===== config.mk =====
export PLATFORM = sky130hd
export DESIGN_NAME = taylor_series_sine
export DESIGN_NICKNAME = d
export VERILOG_FILES = /design/src/hdl/tss_pkg.sv /design/src/hdl/tss_mul.sv /design/src/hdl/taylor_series_sine.sv
export SDC_FILE = /design/constraint.sdc
export NUM_CORES = 2
export LEC_CHECK = 0
export BUFFER_PORTS_ARGS = -buffer_cell sky130_fd_sc_hd__buf_2
export CORE_MARGIN = 5
export CORE_UTILIZATION = 38
export DETAILED_ROUTE_END_ITERATION = 8
export GPL_TIMING_DRIVEN = 0
export MAX_ROUTING_LAYER = met4
export PLACE_DENSITY = 0.56
export SYNTH_ARGS = -nofsm -noshare
export SYNTH_HDL_FRONTEND = slang
export SYNTH_HIERARCHICAL = 1
export SYNTH_SLANG_ARGS = --single-unit

===== constraint.sdc =====
create_clock -name clk -period 9.38 [get_ports clk]
set_input_delay 0.469 -clock clk [delete_from_list [all_inputs] [get_ports clk]]
set_output_delay 0.469 -clock clk [all_outputs]
set_load 0.01 [all_outputs]

===== src/hdl/tss_pkg.sv =====
`timescale 1ns / 1ps
// Shared types, widths and the reciprocal table for the Taylor-series sine block.
package tss_pkg;

	// Field widths of the channels
	localparam int ANGLE_W = 32;
	localparam int COUNT_W = 5;
	localparam int SINE_W  = 48;

	// Parameter defaults
	localparam int MAX_TERMS_DEF = 16;
	localparam int FRAC_BITS_DEF = 28;

	// Term magnitude, accumulator and multiplier widths
	localparam int TERM_W = 62;
	localparam int ACC_W  = 64;
	localparam int WORD_W = 32;
	localparam int OPND_W = 2 * WORD_W;
	localparam int PROD_W = 2 * OPND_W;

	// Accumulator and output limits
	localparam logic signed [ACC_W-1:0] ACC_HI = 64'sh4000_0000_0000_0000;
	localparam logic signed [ACC_W-1:0] ACC_LO = -64'sh4000_0000_0000_0000;
	localparam logic signed [ACC_W-1:0] OUT_HI = 64'sh0000_7FFF_FFFF_FFFF;
	localparam logic signed [ACC_W-1:0] OUT_LO = -64'sh0000_8000_0000_0000;

	// Reciprocals round(2^32 / ((2k)(2k+1))) in Q0.32; entry 0 is unused
	localparam int RECIP_BITS  = 32;
	localparam int RECIP_DEPTH = 32;
	localparam int RECIP_IDX_W = 5;
	localparam logic [RECIP_BITS-1:0] RECIP_LUT [RECIP_DEPTH] = '{
		32'd0,         32'd715827883, 32'd214748365, 32'd102261126,
		32'd59652324,  32'd39045157,  32'd27531842,  32'd20452225,
		32'd15790321,  32'd12558384,  32'd10226113,  32'd8488078,
		32'd7158279,   32'd6118187,   32'd5289369,   32'd4618244,
		32'd4067204,   32'd3609216,   32'd3224450,   32'd2898089,
		32'd2618882,   32'd2378166,   32'd2169175,   32'd1986571,
		32'd1826092,   32'd1684301,   32'd1558406,   32'd1446117,
		32'd1345541,   32'd1255104,   32'd1173488,   32'd1099582
	};

	// Channel payloads
	typedef struct packed {
		logic signed [ANGLE_W-1:0] angle;
		logic [COUNT_W-1:0]        term_count;
	} in_t;

	typedef struct packed {
		logic signed [SINE_W-1:0] sine_value;
		logic                     saturated;
	} out_t;

endpackage


===== src/hdl/tss_mul.sv =====
`timescale 1ns / 1ps
// Iterative 64x64 multiplier built on one 32x32 multiplier with a 128-bit accumulator.
module tss_mul
	import tss_pkg::*;
(
	input  logic              clk,
	input  logic              arst_n,
	input  logic              start,
	input  logic [OPND_W-1:0] a,
	input  logic [OPND_W-1:0] b,
	output logic              done,
	output logic [PROD_W-1:0] prod
);

	logic              busy_q;
	logic              done_q;
	logic [2:0]        cnt_q;
	logic [1:0]        last_q;
	logic [OPND_W-1:0] a_q;
	logic [OPND_W-1:0] b_q;
	logic [OPND_W-1:0] pp_s1;
	logic [1:0]        wt_s1;
	logic [PROD_W-1:0] acc_q;

	logic [1:0]        mul_idx;
	logic [WORD_W-1:0] a_half;
	logic [WORD_W-1:0] b_half;
	logic [OPND_W-1:0] pp_next;
	logic [PROD_W-1:0] add_term;
	logic              mul_now;
	logic              add_now;
	logic              finish;

	// Pick the word pair for this partial product: bit 0 picks a, bit 1 picks b
	always_comb begin
		mul_idx = cnt_q[1:0];
		a_half  = mul_idx[0] ? a_q[OPND_W-1:WORD_W] : a_q[WORD_W-1:0];
		b_half  = mul_idx[1] ? b_q[OPND_W-1:WORD_W] : b_q[WORD_W-1:0];
		pp_next = OPND_W'(a_half) * OPND_W'(b_half);
		mul_now = busy_q && (cnt_q <= {1'b0, last_q});
		add_now = busy_q && (cnt_q != 3'd0);
		finish  = busy_q && (cnt_q == ({1'b0, last_q} + 3'd1));
	end

	// Align the registered partial product to its word weight
	always_comb begin
		case (wt_s1)
			2'd0:    add_term = {{OPND_W{1'b0}}, pp_s1};
			2'd1:    add_term = {{WORD_W{1'b0}}, pp_s1, {WORD_W{1'b0}}};
			2'd2:    add_term = {pp_s1, {OPND_W{1'b0}}};
			default: add_term = '0;
		endcase
	end

	// Sequence control: skip the upper partials when b fits one word
	always_ff @(posedge clk or negedge arst_n) begin
		if (!arst_n) begin
			busy_q <= 1'b0;
			done_q <= 1'b0;
			cnt_q  <= '0;
			last_q <= '0;
		end else if (start) begin
			busy_q <= 1'b1;
			done_q <= 1'b0;
			cnt_q  <= '0;
			last_q <= (b[OPND_W-1:WORD_W] == '0) ? 2'd1 : 2'd3;
		end else if (busy_q) begin
			cnt_q <= cnt_q + 3'd1;
			if (finish) begin
				busy_q <= 1'b0;
				done_q <= 1'b1;
			end
		end else begin
			done_q <= 1'b0;
		end
	end

	// Operand capture, partial product register and accumulation
	always_ff @(posedge clk) begin
		if (start) begin
			a_q   <= a;
			b_q   <= b;
			acc_q <= '0;
		end else begin
			if (mul_now) begin
				pp_s1 <= pp_next;
				wt_s1 <= {1'b0, mul_idx[0]} + {1'b0, mul_idx[1]};
			end
			if (add_now) begin
				acc_q <= acc_q + add_term;
			end
		end
	end

	assign done = done_q;
	assign prod = acc_q;

endmodule


===== src/hdl/taylor_series_sine.sv =====
`timescale 1ns / 1ps
// Top level of the fixed-point Taylor-series sine: sequencer, term recurrence, accumulator.
//
// Usage: the input channel (in_valid / in_ready / in_data) takes an angle in signed
// fixed point with FRAC_BITS fraction bits and a term count; counts above MAX_TERMS
// are clamped. The output channel (out_valid / out_ready / out_data) returns one
// saturated partial sum per item, with a flag when any term, the running sum or the
// final value was clipped.
// One item is worked at a time. All products go through one shared 32x32 multiplier
// that forms 64x64 products from two or four partial products. The angle is squared
// first and the first term added; each further term is multiplied by x^2, then by
// the reciprocal, before it is added. A zero count skips the multiplier and goes
// straight to the finish state.
// in_ready is high only while the sequencer is idle. A finished result sits in the
// output register; when the receiver stalls, the next item is still taken and worked,
// and its result waits until the previous transfer completes.
// Reset: asynchronous, active low; the block comes up idle with no result pending.
module taylor_series_sine
	import tss_pkg::*;
#(
	parameter int MAX_TERMS = MAX_TERMS_DEF,
	parameter int FRAC_BITS = FRAC_BITS_DEF
) (
	input  logic clk,
	input  logic arst_n,
	input  logic in_valid,
	output logic in_ready,
	input  in_t  in_data,
	output logic out_valid,
	input  logic out_ready,
	output out_t out_data
);

	localparam int X2_W = 2 * ANGLE_W - 1 - FRAC_BITS;
	localparam int K_W  = (MAX_TERMS > 1) ? $clog2(MAX_TERMS) : 1;
	localparam int N_W  = $clog2(MAX_TERMS + 1);

	localparam logic [2:0] ST_IDLE  = 3'd0;
	localparam logic [2:0] ST_SQ    = 3'd1;
	localparam logic [2:0] ST_ADD   = 3'd2;
	localparam logic [2:0] ST_MX    = 3'd3;
	localparam logic [2:0] ST_MR_GO = 3'd4;
	localparam logic [2:0] ST_MR    = 3'd5;
	localparam logic [2:0] ST_FIN   = 3'd6;

	logic [2:0]              state_q;
	logic [K_W-1:0]          k_q;
	logic                    out_valid_q;
	logic [N_W-1:0]          n_q;
	logic                    neg_q;
	logic                    flag_q;
	logic [TERM_W-1:0]       t_q;
	logic [X2_W-1:0]         x2_q;
	logic signed [ACC_W-1:0] acc_q;
	out_t                    out_q;

	logic                    accept;
	logic [ANGLE_W-1:0]      mag;
	logic [COUNT_W:0]        cnt_ext;
	logic [COUNT_W:0]        cnt_lim;
	logic [N_W-1:0]          n_in;
	logic                    last_term;
	logic                    term_neg;
	logic signed [ACC_W-1:0] t_ext;
	logic signed [ACC_W-1:0] sum;
	logic signed [ACC_W-1:0] sum_clamp;
	logic                    sum_ovf;
	logic [PROD_W-1:0]       shifted;
	logic                    cap_ovf;
	logic [TERM_W-1:0]       cap_val;
	logic signed [ACC_W-1:0] fin_clip;
	logic                    fin_ovf;
	logic                    out_free;

	logic                    mul_start;
	logic [OPND_W-1:0]       mul_a;
	logic [OPND_W-1:0]       mul_b;
	logic                    mul_done;
	logic [PROD_W-1:0]       mul_prod;

	tss_mul u_mul (
		.clk    (clk),
		.arst_n (arst_n),
		.start  (mul_start),
		.a      (mul_a),
		.b      (mul_b),
		.done   (mul_done),
		.prod   (mul_prod)
	);

	// Decode the incoming item: magnitude of the angle, clamped term count
	always_comb begin
		accept  = in_valid && in_ready;
		mag     = in_data.angle[ANGLE_W-1] ? (ANGLE_W'(0) - in_data.angle) : in_data.angle;
		cnt_ext = (COUNT_W + 1)'(in_data.term_count);
		cnt_lim = (COUNT_W + 1)'(MAX_TERMS);
		n_in    = N_W'((cnt_ext > cnt_lim) ? cnt_lim : cnt_ext);
	end

	// Running sum: add the signed term and clamp to the accumulator range
	always_comb begin
		last_term = (N_W'(k_q) + N_W'(1)) == n_q;
		term_neg  = neg_q ^ k_q[0];
		t_ext     = ACC_W'({2'b00, t_q});
		sum       = term_neg ? (acc_q - t_ext) : (acc_q + t_ext);
		sum_ovf   = 1'b0;
		sum_clamp = sum;
		if (sum > ACC_HI) begin
			sum_clamp = ACC_HI;
			sum_ovf   = 1'b1;
		end else if (sum < ACC_LO) begin
			sum_clamp = ACC_LO;
			sum_ovf   = 1'b1;
		end
	end

	// Scale the product back and cap the term magnitude
	always_comb begin
		shifted = (state_q == ST_MX) ? (mul_prod >> FRAC_BITS) : (mul_prod >> RECIP_BITS);
		cap_ovf = |shifted[PROD_W-1:TERM_W];
		cap_val = cap_ovf ? {TERM_W{1'b1}} : shifted[TERM_W-1:0];
	end

	// Clip the final sum to the output range
	always_comb begin
		fin_ovf  = 1'b0;
		fin_clip = acc_q;
		if (acc_q > OUT_HI) begin
			fin_clip = OUT_HI;
			fin_ovf  = 1'b1;
		end else if (acc_q < OUT_LO) begin
			fin_clip = OUT_LO;
			fin_ovf  = 1'b1;
		end
		out_free = !out_valid_q || out_ready;
	end

	// Drive the shared multiplier from the sequencer state
	always_comb begin
		mul_start = 1'b0;
		mul_a     = '0;
		mul_b     = '0;
		case (state_q)
			ST_IDLE: begin
				mul_start = accept && (n_in != '0);
				mul_a     = OPND_W'(mag);
				mul_b     = OPND_W'(mag);
			end
			ST_ADD: begin
				mul_start = !last_term;
				mul_a     = OPND_W'(t_q);
				mul_b     = OPND_W'(x2_q);
			end
			ST_MR_GO: begin
				mul_start = 1'b1;
				mul_a     = OPND_W'(t_q);
				mul_b     = OPND_W'(RECIP_LUT[RECIP_IDX_W'(k_q)]);
			end
			default: begin
				mul_start = 1'b0;
			end
		endcase
	end

	// Sequencer, term index and output valid
	always_ff @(posedge clk or negedge arst_n) begin
		if (!arst_n) begin
			state_q     <= ST_IDLE;
			k_q         <= '0;
			out_valid_q <= 1'b0;
		end else begin
			// Load a finished result, or drop valid once it has been taken
			if ((state_q == ST_FIN) && out_free) begin
				out_valid_q <= 1'b1;
			end else if (out_ready) begin
				out_valid_q <= 1'b0;
			end
			case (state_q)
				ST_IDLE: begin
					if (accept) begin
						k_q     <= '0;
						state_q <= (n_in == '0) ? ST_FIN : ST_SQ;
					end
				end
				ST_SQ: begin
					if (mul_done) begin
						state_q <= ST_ADD;
					end
				end
				ST_ADD: begin
					if (last_term) begin
						state_q <= ST_FIN;
					end else begin
						k_q     <= k_q + K_W'(1);
						state_q <= ST_MX;
					end
				end
				ST_MX: begin
					if (mul_done) begin
						state_q <= ST_MR_GO;
					end
				end
				ST_MR_GO: begin
					state_q <= ST_MR;
				end
				ST_MR: begin
					if (mul_done) begin
						state_q <= ST_ADD;
					end
				end
				ST_FIN: begin
					if (out_free) begin
						state_q <= ST_IDLE;
					end
				end
				default: begin
					state_q <= ST_IDLE;
				end
			endcase
		end
	end

	// Datapath registers: operands, term, accumulator, flag, result
	always_ff @(posedge clk) begin
		case (state_q)
			ST_IDLE: begin
				if (accept) begin
					neg_q  <= in_data.angle[ANGLE_W-1];
					n_q    <= n_in;
					t_q    <= TERM_W'(mag);
					acc_q  <= '0;
					flag_q <= 1'b0;
				end
			end
			ST_SQ: begin
				if (mul_done) begin
					x2_q <= mul_prod[FRAC_BITS +: X2_W];
				end
			end
			ST_ADD: begin
				acc_q  <= sum_clamp;
				flag_q <= flag_q | sum_ovf;
			end
			ST_MX, ST_MR: begin
				if (mul_done) begin
					t_q    <= cap_val;
					flag_q <= flag_q | cap_ovf;
				end
			end
			ST_FIN: begin
				if (out_free) begin
					out_q.sine_value <= fin_clip[SINE_W-1:0];
					out_q.saturated  <= flag_q | fin_ovf;
				end
			end
			default: begin
				flag_q <= flag_q;
			end
		endcase
	end

	assign in_ready  = (state_q == ST_IDLE);
	assign out_valid = out_valid_q;
	assign out_data  = out_q;

endmodule

# Word level (Yosys, flattened, before mapping)
# Memory sizes are Yosys's and may differ from the RTL's.
# Cells that the tools add are included.
[totals]
reg_bits = 554
romBits = 1024
out_inout_bits = 51
wordCells = 143
mem_count = 1
[classes]
add_sub_neg = 9
multipliers = 1
n_lt_le_gt_ge = 7
eq_ne = 17
n_mux = 49
bitwise_logic = 6
reduce_logical = 33
[mem_list]
columns = ["memory", "words", "width", "read_ports", "rd_clocked_by_memory_dff", "wr", "line", "text"]
rows = [
  ["(name not given)", 32, 32, 1, 0, 0, "taylor_series_sine.sv:157", "mul_b = OPND_W'(RECIP_LUT[RECIP_IDX_W'(k_q)]);"],
]
[ops]
columns = ["operator", "n"]
rows = [
  ["case mux 128 bit (3 select lines)", 1],
  ["2-to-1 mux 64 bit", 4],
  ["case mux 62 bit (2 select lines)", 2],
  ["2-to-1 mux 62 bit", 3],
  ["2-to-1 mux 32 bit", 5],
  ["adder 128 bit", 1],
  ["case mux 64 bit (2 select lines)", 1],
  ["case mux 35 bit (3 select lines)", 1],
  ["2-to-1 mux 100 bit", 1],
  ["OR reduction 66 bit", 1],
  ["adder 64 x 63 -> 64 bit", 1],
  ["> comparator 64 x 48 -> 1 bit, second input constant", 1],
  ["> comparator 64 bit, second input constant", 1],
  ["less-than comparator 64 x 48 -> 1 bit, second input constant", 1],
  ["less-than comparator 64 x 63 -> 1 bit, second input constant", 1],
  ["multiplier 32 x 32 -> 64 bit", 1],
  ["subtractor 64 x 63 -> 64 bit", 1],
  ["2-to-1 mux 48 bit", 1],
  ["zero test 32 bit", 1],
  ["subtractor 1 x 32 -> 32 bit, first input constant", 1],
  ["2-to-1 mux 3 bit", 8],
  ["case mux 3 bit (6 select lines)", 1],
  ["2-to-1 mux 1 bit", 14],
  ["AND reduction 2 bit", 5],
  ["other kinds (39)", 64],
]

# Depth between registers and ports, before layout
[logic_depth]
ltp_word = 7
depth_mapped = 34
mapped_depth_nobuf = 29

# By module
# Netlist, hierarchy kept.
[by_module_without_submodules]
columns = ["mod", "n_inst", "cells_each", "area_per_inst_um2"]
rows = [
  ["tss_mul", 1, 6109, 53522.6],
  ["taylor_series_sine", 1, 1985, 17529.3],
]

# Worst setup path before layout
# Ideal clock, no wire load.
[synth_timing]
path_type = "reg2reg"
startpoint = "reg k_q[0]"
endpoint = "reg u_mul.pp_s1[0] (enable)"
setup_time_ns = 0.571
arrival_time_ns = 8.897
required_ns = 8.809
path_slack_ns = -0.088
stages_incl_launch_ff = 13
synth_period_minus_slack_ns = 9.468
path_cell_list = "dfrtp_1 > bufbuf_16 > clkbuf_1 > inv_1 > ha_1 > xor2_1 > a211oi_1 > o2111ai_1 > and2_1 > a211o_1 > clkbuf_1 > nand2b_1 > nor3_1"
[synth_between]
elab_chain_cells = 6
[synth_rtl]
columns = ["element", "line", "text"]
rows = [
  ["start: declaration", "taylor_series_sine.sv:47", "logic [K_W-1:0] k_q;"],
  ["start signal: assignment", "taylor_series_sine.sv:194", "k_q <= k_q + K_W'(1);"],
  ["adder 4 x 1 -> 5 bit", "taylor_series_sine.sv:102", "last_term = (N_W'(k_q) + N_W'(1)) == n_q;"],
  ["== test 5 bit", "taylor_series_sine.sv:102", ""],
  ["zero test 1 bit", "taylor_series_sine.sv:150", "mul_start = !last_term;"],
  ["case mux 1 bit (3 select lines)", "taylor_series_sine.sv:143", "case (state_q)"],
  ["net mul_start", "taylor_series_sine.sv:75", "logic mul_start;"],
  ["inverter 1 bit (no source line)", "n/a", ""],
  ["AND reduction 2 bit (no source line)", "n/a", ""],
  ["end signal: assignment", "tss_mul.sv:86", "pp_s1 <= pp_next;"],
  ["end: declaration", "tss_mul.sv:21", "logic [OPND_W-1:0] pp_s1;"],
]
# The timed path passes the listed nets, and every way through them passes these cells.
# A chain may end at the register's enable or synchronous reset.

# Final worst setup path
[layout_timing]
startpoint = "reg u_mul.cnt_q[1]"
endpoint = "reg u_mul.pp_s1[57], data pin"
[layout_between]
elab_chain_cells = 2
[layout_rtl]
columns = ["element", "line", "text"]
rows = [
  ["start: declaration", "tss_mul.sv:17", "logic [2:0] cnt_q;"],
  ["start signal: assignment", "tss_mul.sv:68", "cnt_q <= cnt_q + 3'd1;"],
  ["2-to-1 mux 32 bit", "tss_mul.sv:38", "b_half = mul_idx[1] ? b_q[OPND_W-1:WORD_W] : b_q[WORD_W-1:0];"],
  ["multiplier 32 x 32 -> 64 bit", "tss_mul.sv:39", "pp_next = OPND_W'(a_half) * OPND_W'(b_half);"],
  ["net u_mul.pp_next[57]", "tss_mul.sv:28", "logic [OPND_W-1:0] pp_next;"],
]
# The timed path passes the listed nets, and every way through them passes these cells.

==> metrics.txt <==
status finished, final reports clean; fraction of layout cells with a size suffix above 1 under 10%; mean number of vias per cell a little under 6; Die X-Extent around 440 um; Setup CP Type flop to flop; Overall Global Routing Usage about a third; Async SR Flop Fraction around 2.7%; setup TNS 0 ns; vias in the first global route between 60000 and 70000; first-pass GRT wire length ~470 mm; CORE AREA ~190000 um^2; Die H between 400 and 500 um; Post-synth EDFFs approximately 410; IO Port Bufs 91; syn avg cell area around 8.8 um^2; fin cells ~11000; clk slew on worst S/H paths approximately 0.07 ns; Yosys cell types about 110; Storage cell area 15280 um^2; fill count roughly 19000; clk root buf clkbuf_16; number of max-cap violations 0; Cell Count Post-Placement between 10000 and 15000; Routed WL 331.2 mm; initial cell density of the core between 30% and 40%; worst min-delay path class primary input to flop; Main synth FF type edfxtp_1; final worst slack a little under 0.2 ns; Worst Setup Start Kind flop; clock sinks 554; DRT antenna net count 0; FMAX about 110 MHz; final net count 9763; Post-Syn Area between 70000 and 80000 um^2; total die area 195700 um^2; Setup Viol. Count Final 0; largest net degree at the start of global routing between 40 and 50; post-route cell area between 70000 and 80000 um^2; crit path max fanout 10; Layout area overhead 11.29%; top post-synthesis cells by area fa_1, edfxtp_1, ha_1; Crit. End Element flop; via count 63210; WL/cell 30.37 um; I/O pins around 90; Final Critical Period between 9 and 10 ns; area of the multi-input gates slightly above 50000 um^2; cell count after synthesis 8094; count of pins over their slew limit 0; Yosys reg bits 554; initial DRC count around 6400; DRC 0; Arr. time, crit path between 9 and 10 ns; TritonCTS clock tree done; sequential fraction of the synthesis area ~22%; Site Rows around 160; pre-CTS WS -2.796 ns; routability congestion estimate around 1.0; Worst-Margin Slew 1.480 ns; clk_lat worst skew approximately 0.7 ns; CTS Buf Count between 70 and 80; Worst Clk Skew about 0.045 ns; Post-DP Area approximately 75000 um^2; clock tree buffer depth 3; Remaining Overflow, GRT 0; post-synth top area share about 25%; Tcrit/Tclk final a little over nine tenths; drt pass-1 iters 8; antenna violations before repair 19; number of H-tree levels 3; required time of the worst setup path just under 10 ns; dpl hpwl around 280 mm; Yosys warning count 6; post-synth top area cell fa_1; Rel. slew slack approximately 1.3%; Hold Fails Final Rpt 0
## flip-flops by register name (all words and copies together), names as in the netlist, 3 cells and up
name and flops:
k_q 4, acc_q 64, x2_q 35, state_q 3, u_mul/pp_s1 64, u_mul/cnt_q 3, u_mul/b_q 64, n_q 5
u_mul/prod 128, u_mul/a_q 64, out_data 49, t_q 62
## layout make-up
class	instances	area share, %
multi-input cells	6204	65.00
flip-flops and latches	554	19.32
inverters	945	4.486
well taps	2480	3.924
plain buffers	435	2.753
clock buffers	82	2.351
repair buffers	140	1.426
clock inverters	50	0.6899
diodes	15	0.04747
## per-stage QoR
stage / hold slack (ns) / utilization (%)
2_1_floorplan: 0.1734 / -
3_3_place_gp: 0.4439 / 40.31
3_5_place_dp: 0.4496 / 40.54
4_1_cts: 0.07091 / 42.43
5_1_grt: 0.09101 / 42.59
6_report: 0.1110 / 42.60
## synth_stat cells, drive strengths merged (26+ instances only)
cell,count
a211oi,30
a21o,147
a21oi,501
a22o,50
a31oi,78
and2,114
and3,31
buf,37
clkbuf,412
dfxtp,128
edfxtp,411
fa,898
ha,472
inv,943
mux2,63
mux2i,124
nand2,1024
nand2b,36
nand3,86
nand4,129
nor2,1019
nor2b,35
nor3,81
nor4,55
o211ai,31
o21a,31
o21ai,317
o21bai,65
o31ai,35
or3,26
xnor2,178
xor2,152
## layout by cell type (no fill, tap or decap), types with 41 or more instances in the layout
master / netlist / routed
a22o_1: 49 / 49
edfxtp_1: 411 / 411
mux2i_1: 124 / 70
a21oi_1: 499 / 496
xor2_1: 151 / 151
xnor2_1: 178 / 178
buf_2: 9 / 110
nand2_1: 1022 / 1022
a31oi_1: 78 / 77
o21bai_1: 65 / 65
clkbuf_4: 0 / 41
nand3_1: 86 / 86
mux2_2: 56 / 56
o21ai_0: 295 / 294
inv_1: 943 / 943
nand4_1: 129 / 129
clkbuf_16: 0 / 72
nor4_1: 55 / 55
ha_1: 472 / 465
nor3_1: 81 / 79
conb_1: 1 / 60
a21o_1: 147 / 146
mux2i_4: 0 / 43
clkbuf_2: 0 / 55
nor2_1: 1015 / 1013
clkbuf_1: 411 / 282
and2_1: 111 / 111
fa_1: 898 / 891
dfxtp_1: 128 / 128
## logic make-up (layout without fill, tap and decap cells)
logic type	after synthesis	after routing	share of synthesized area [%]
DFF	554	554	21.50
xor gates and xnor gates	330	330	4.078
other	1	75	0.005278
and+or+nand+nor	2749	2749	17.08
buffers and inverters	1395	1652	7.493
AOI/OAI and AO/OA	1507	1507	13.44
adders and majority gates	1370	1370	33.61
muxes	188	188	2.777
## routing by layer
metal,vias to the layer above,track usage [%],share of wire [%]
li1,27530,-,-
met4,0,16.36,6.0
met1,31920,44.99,42
met5,-,-,0
met2,3109,49.27,43
met3,656,8.439,9.6
## worst max-delay path, cell delays in order, from the launching register on
cell and delay (ns):
dfrtp_1 0.38, clkbuf_4 0.27, clkdlybuf4s15_2 0.51, mux2i_1 0.43
clkbuf_1 0.71, nor2_1 0.16, fa_1 0.56, fa_1 0.43
fa_1 0.53, fa_1 0.43, fa_1 0.53, fa_1 0.43
fa_1 0.51, inv_1 0.09, fa_1 0.70, inv_1 0.09
ha_1 0.45, a21o_1 0.22, a21o_1 0.16, a221o_1 0.38
o211ai_1 0.41, a21o_1 0.21, a211oi_1 0.08, a311oi_1 0.29
## path summary, 6_finish.rpt
check / from / endpoint / slack, ns / cells after the start
worst max-delay path: u_mul/cnt_q[1] / u_mul/pp_s1[57] / 0.19 / 23
worst min-delay path: in_data[36] / neg_q / 0.11 / 1
worst max register to register: u_mul/cnt_q[1] / u_mul/pp_s1[57] / 0.19 / 23
worst min register to register: u_mul/prod[2] / u_mul/prod[2] / 0.45 / 2
max in group asynchronous: arst_n / u_mul/done / 8.62 / 2
min in group asynchronous: arst_n / out_valid / 0.33 / 2
## repair_timing
item / 4_1_cts / 5_1_grt
pin swaps: 1 / 1
endpoints found under the hold margin: 15 / 0
gates resized for setup: 285 / 118
hold buffers: 1 / 0
buffers inserted: 21 / 8
setup endpoints to repair: 51 / 24
Power is left out: the tool's default activity adds up to more than one toggle a clock period on the data nets, which glitch-free logic cannot reach.
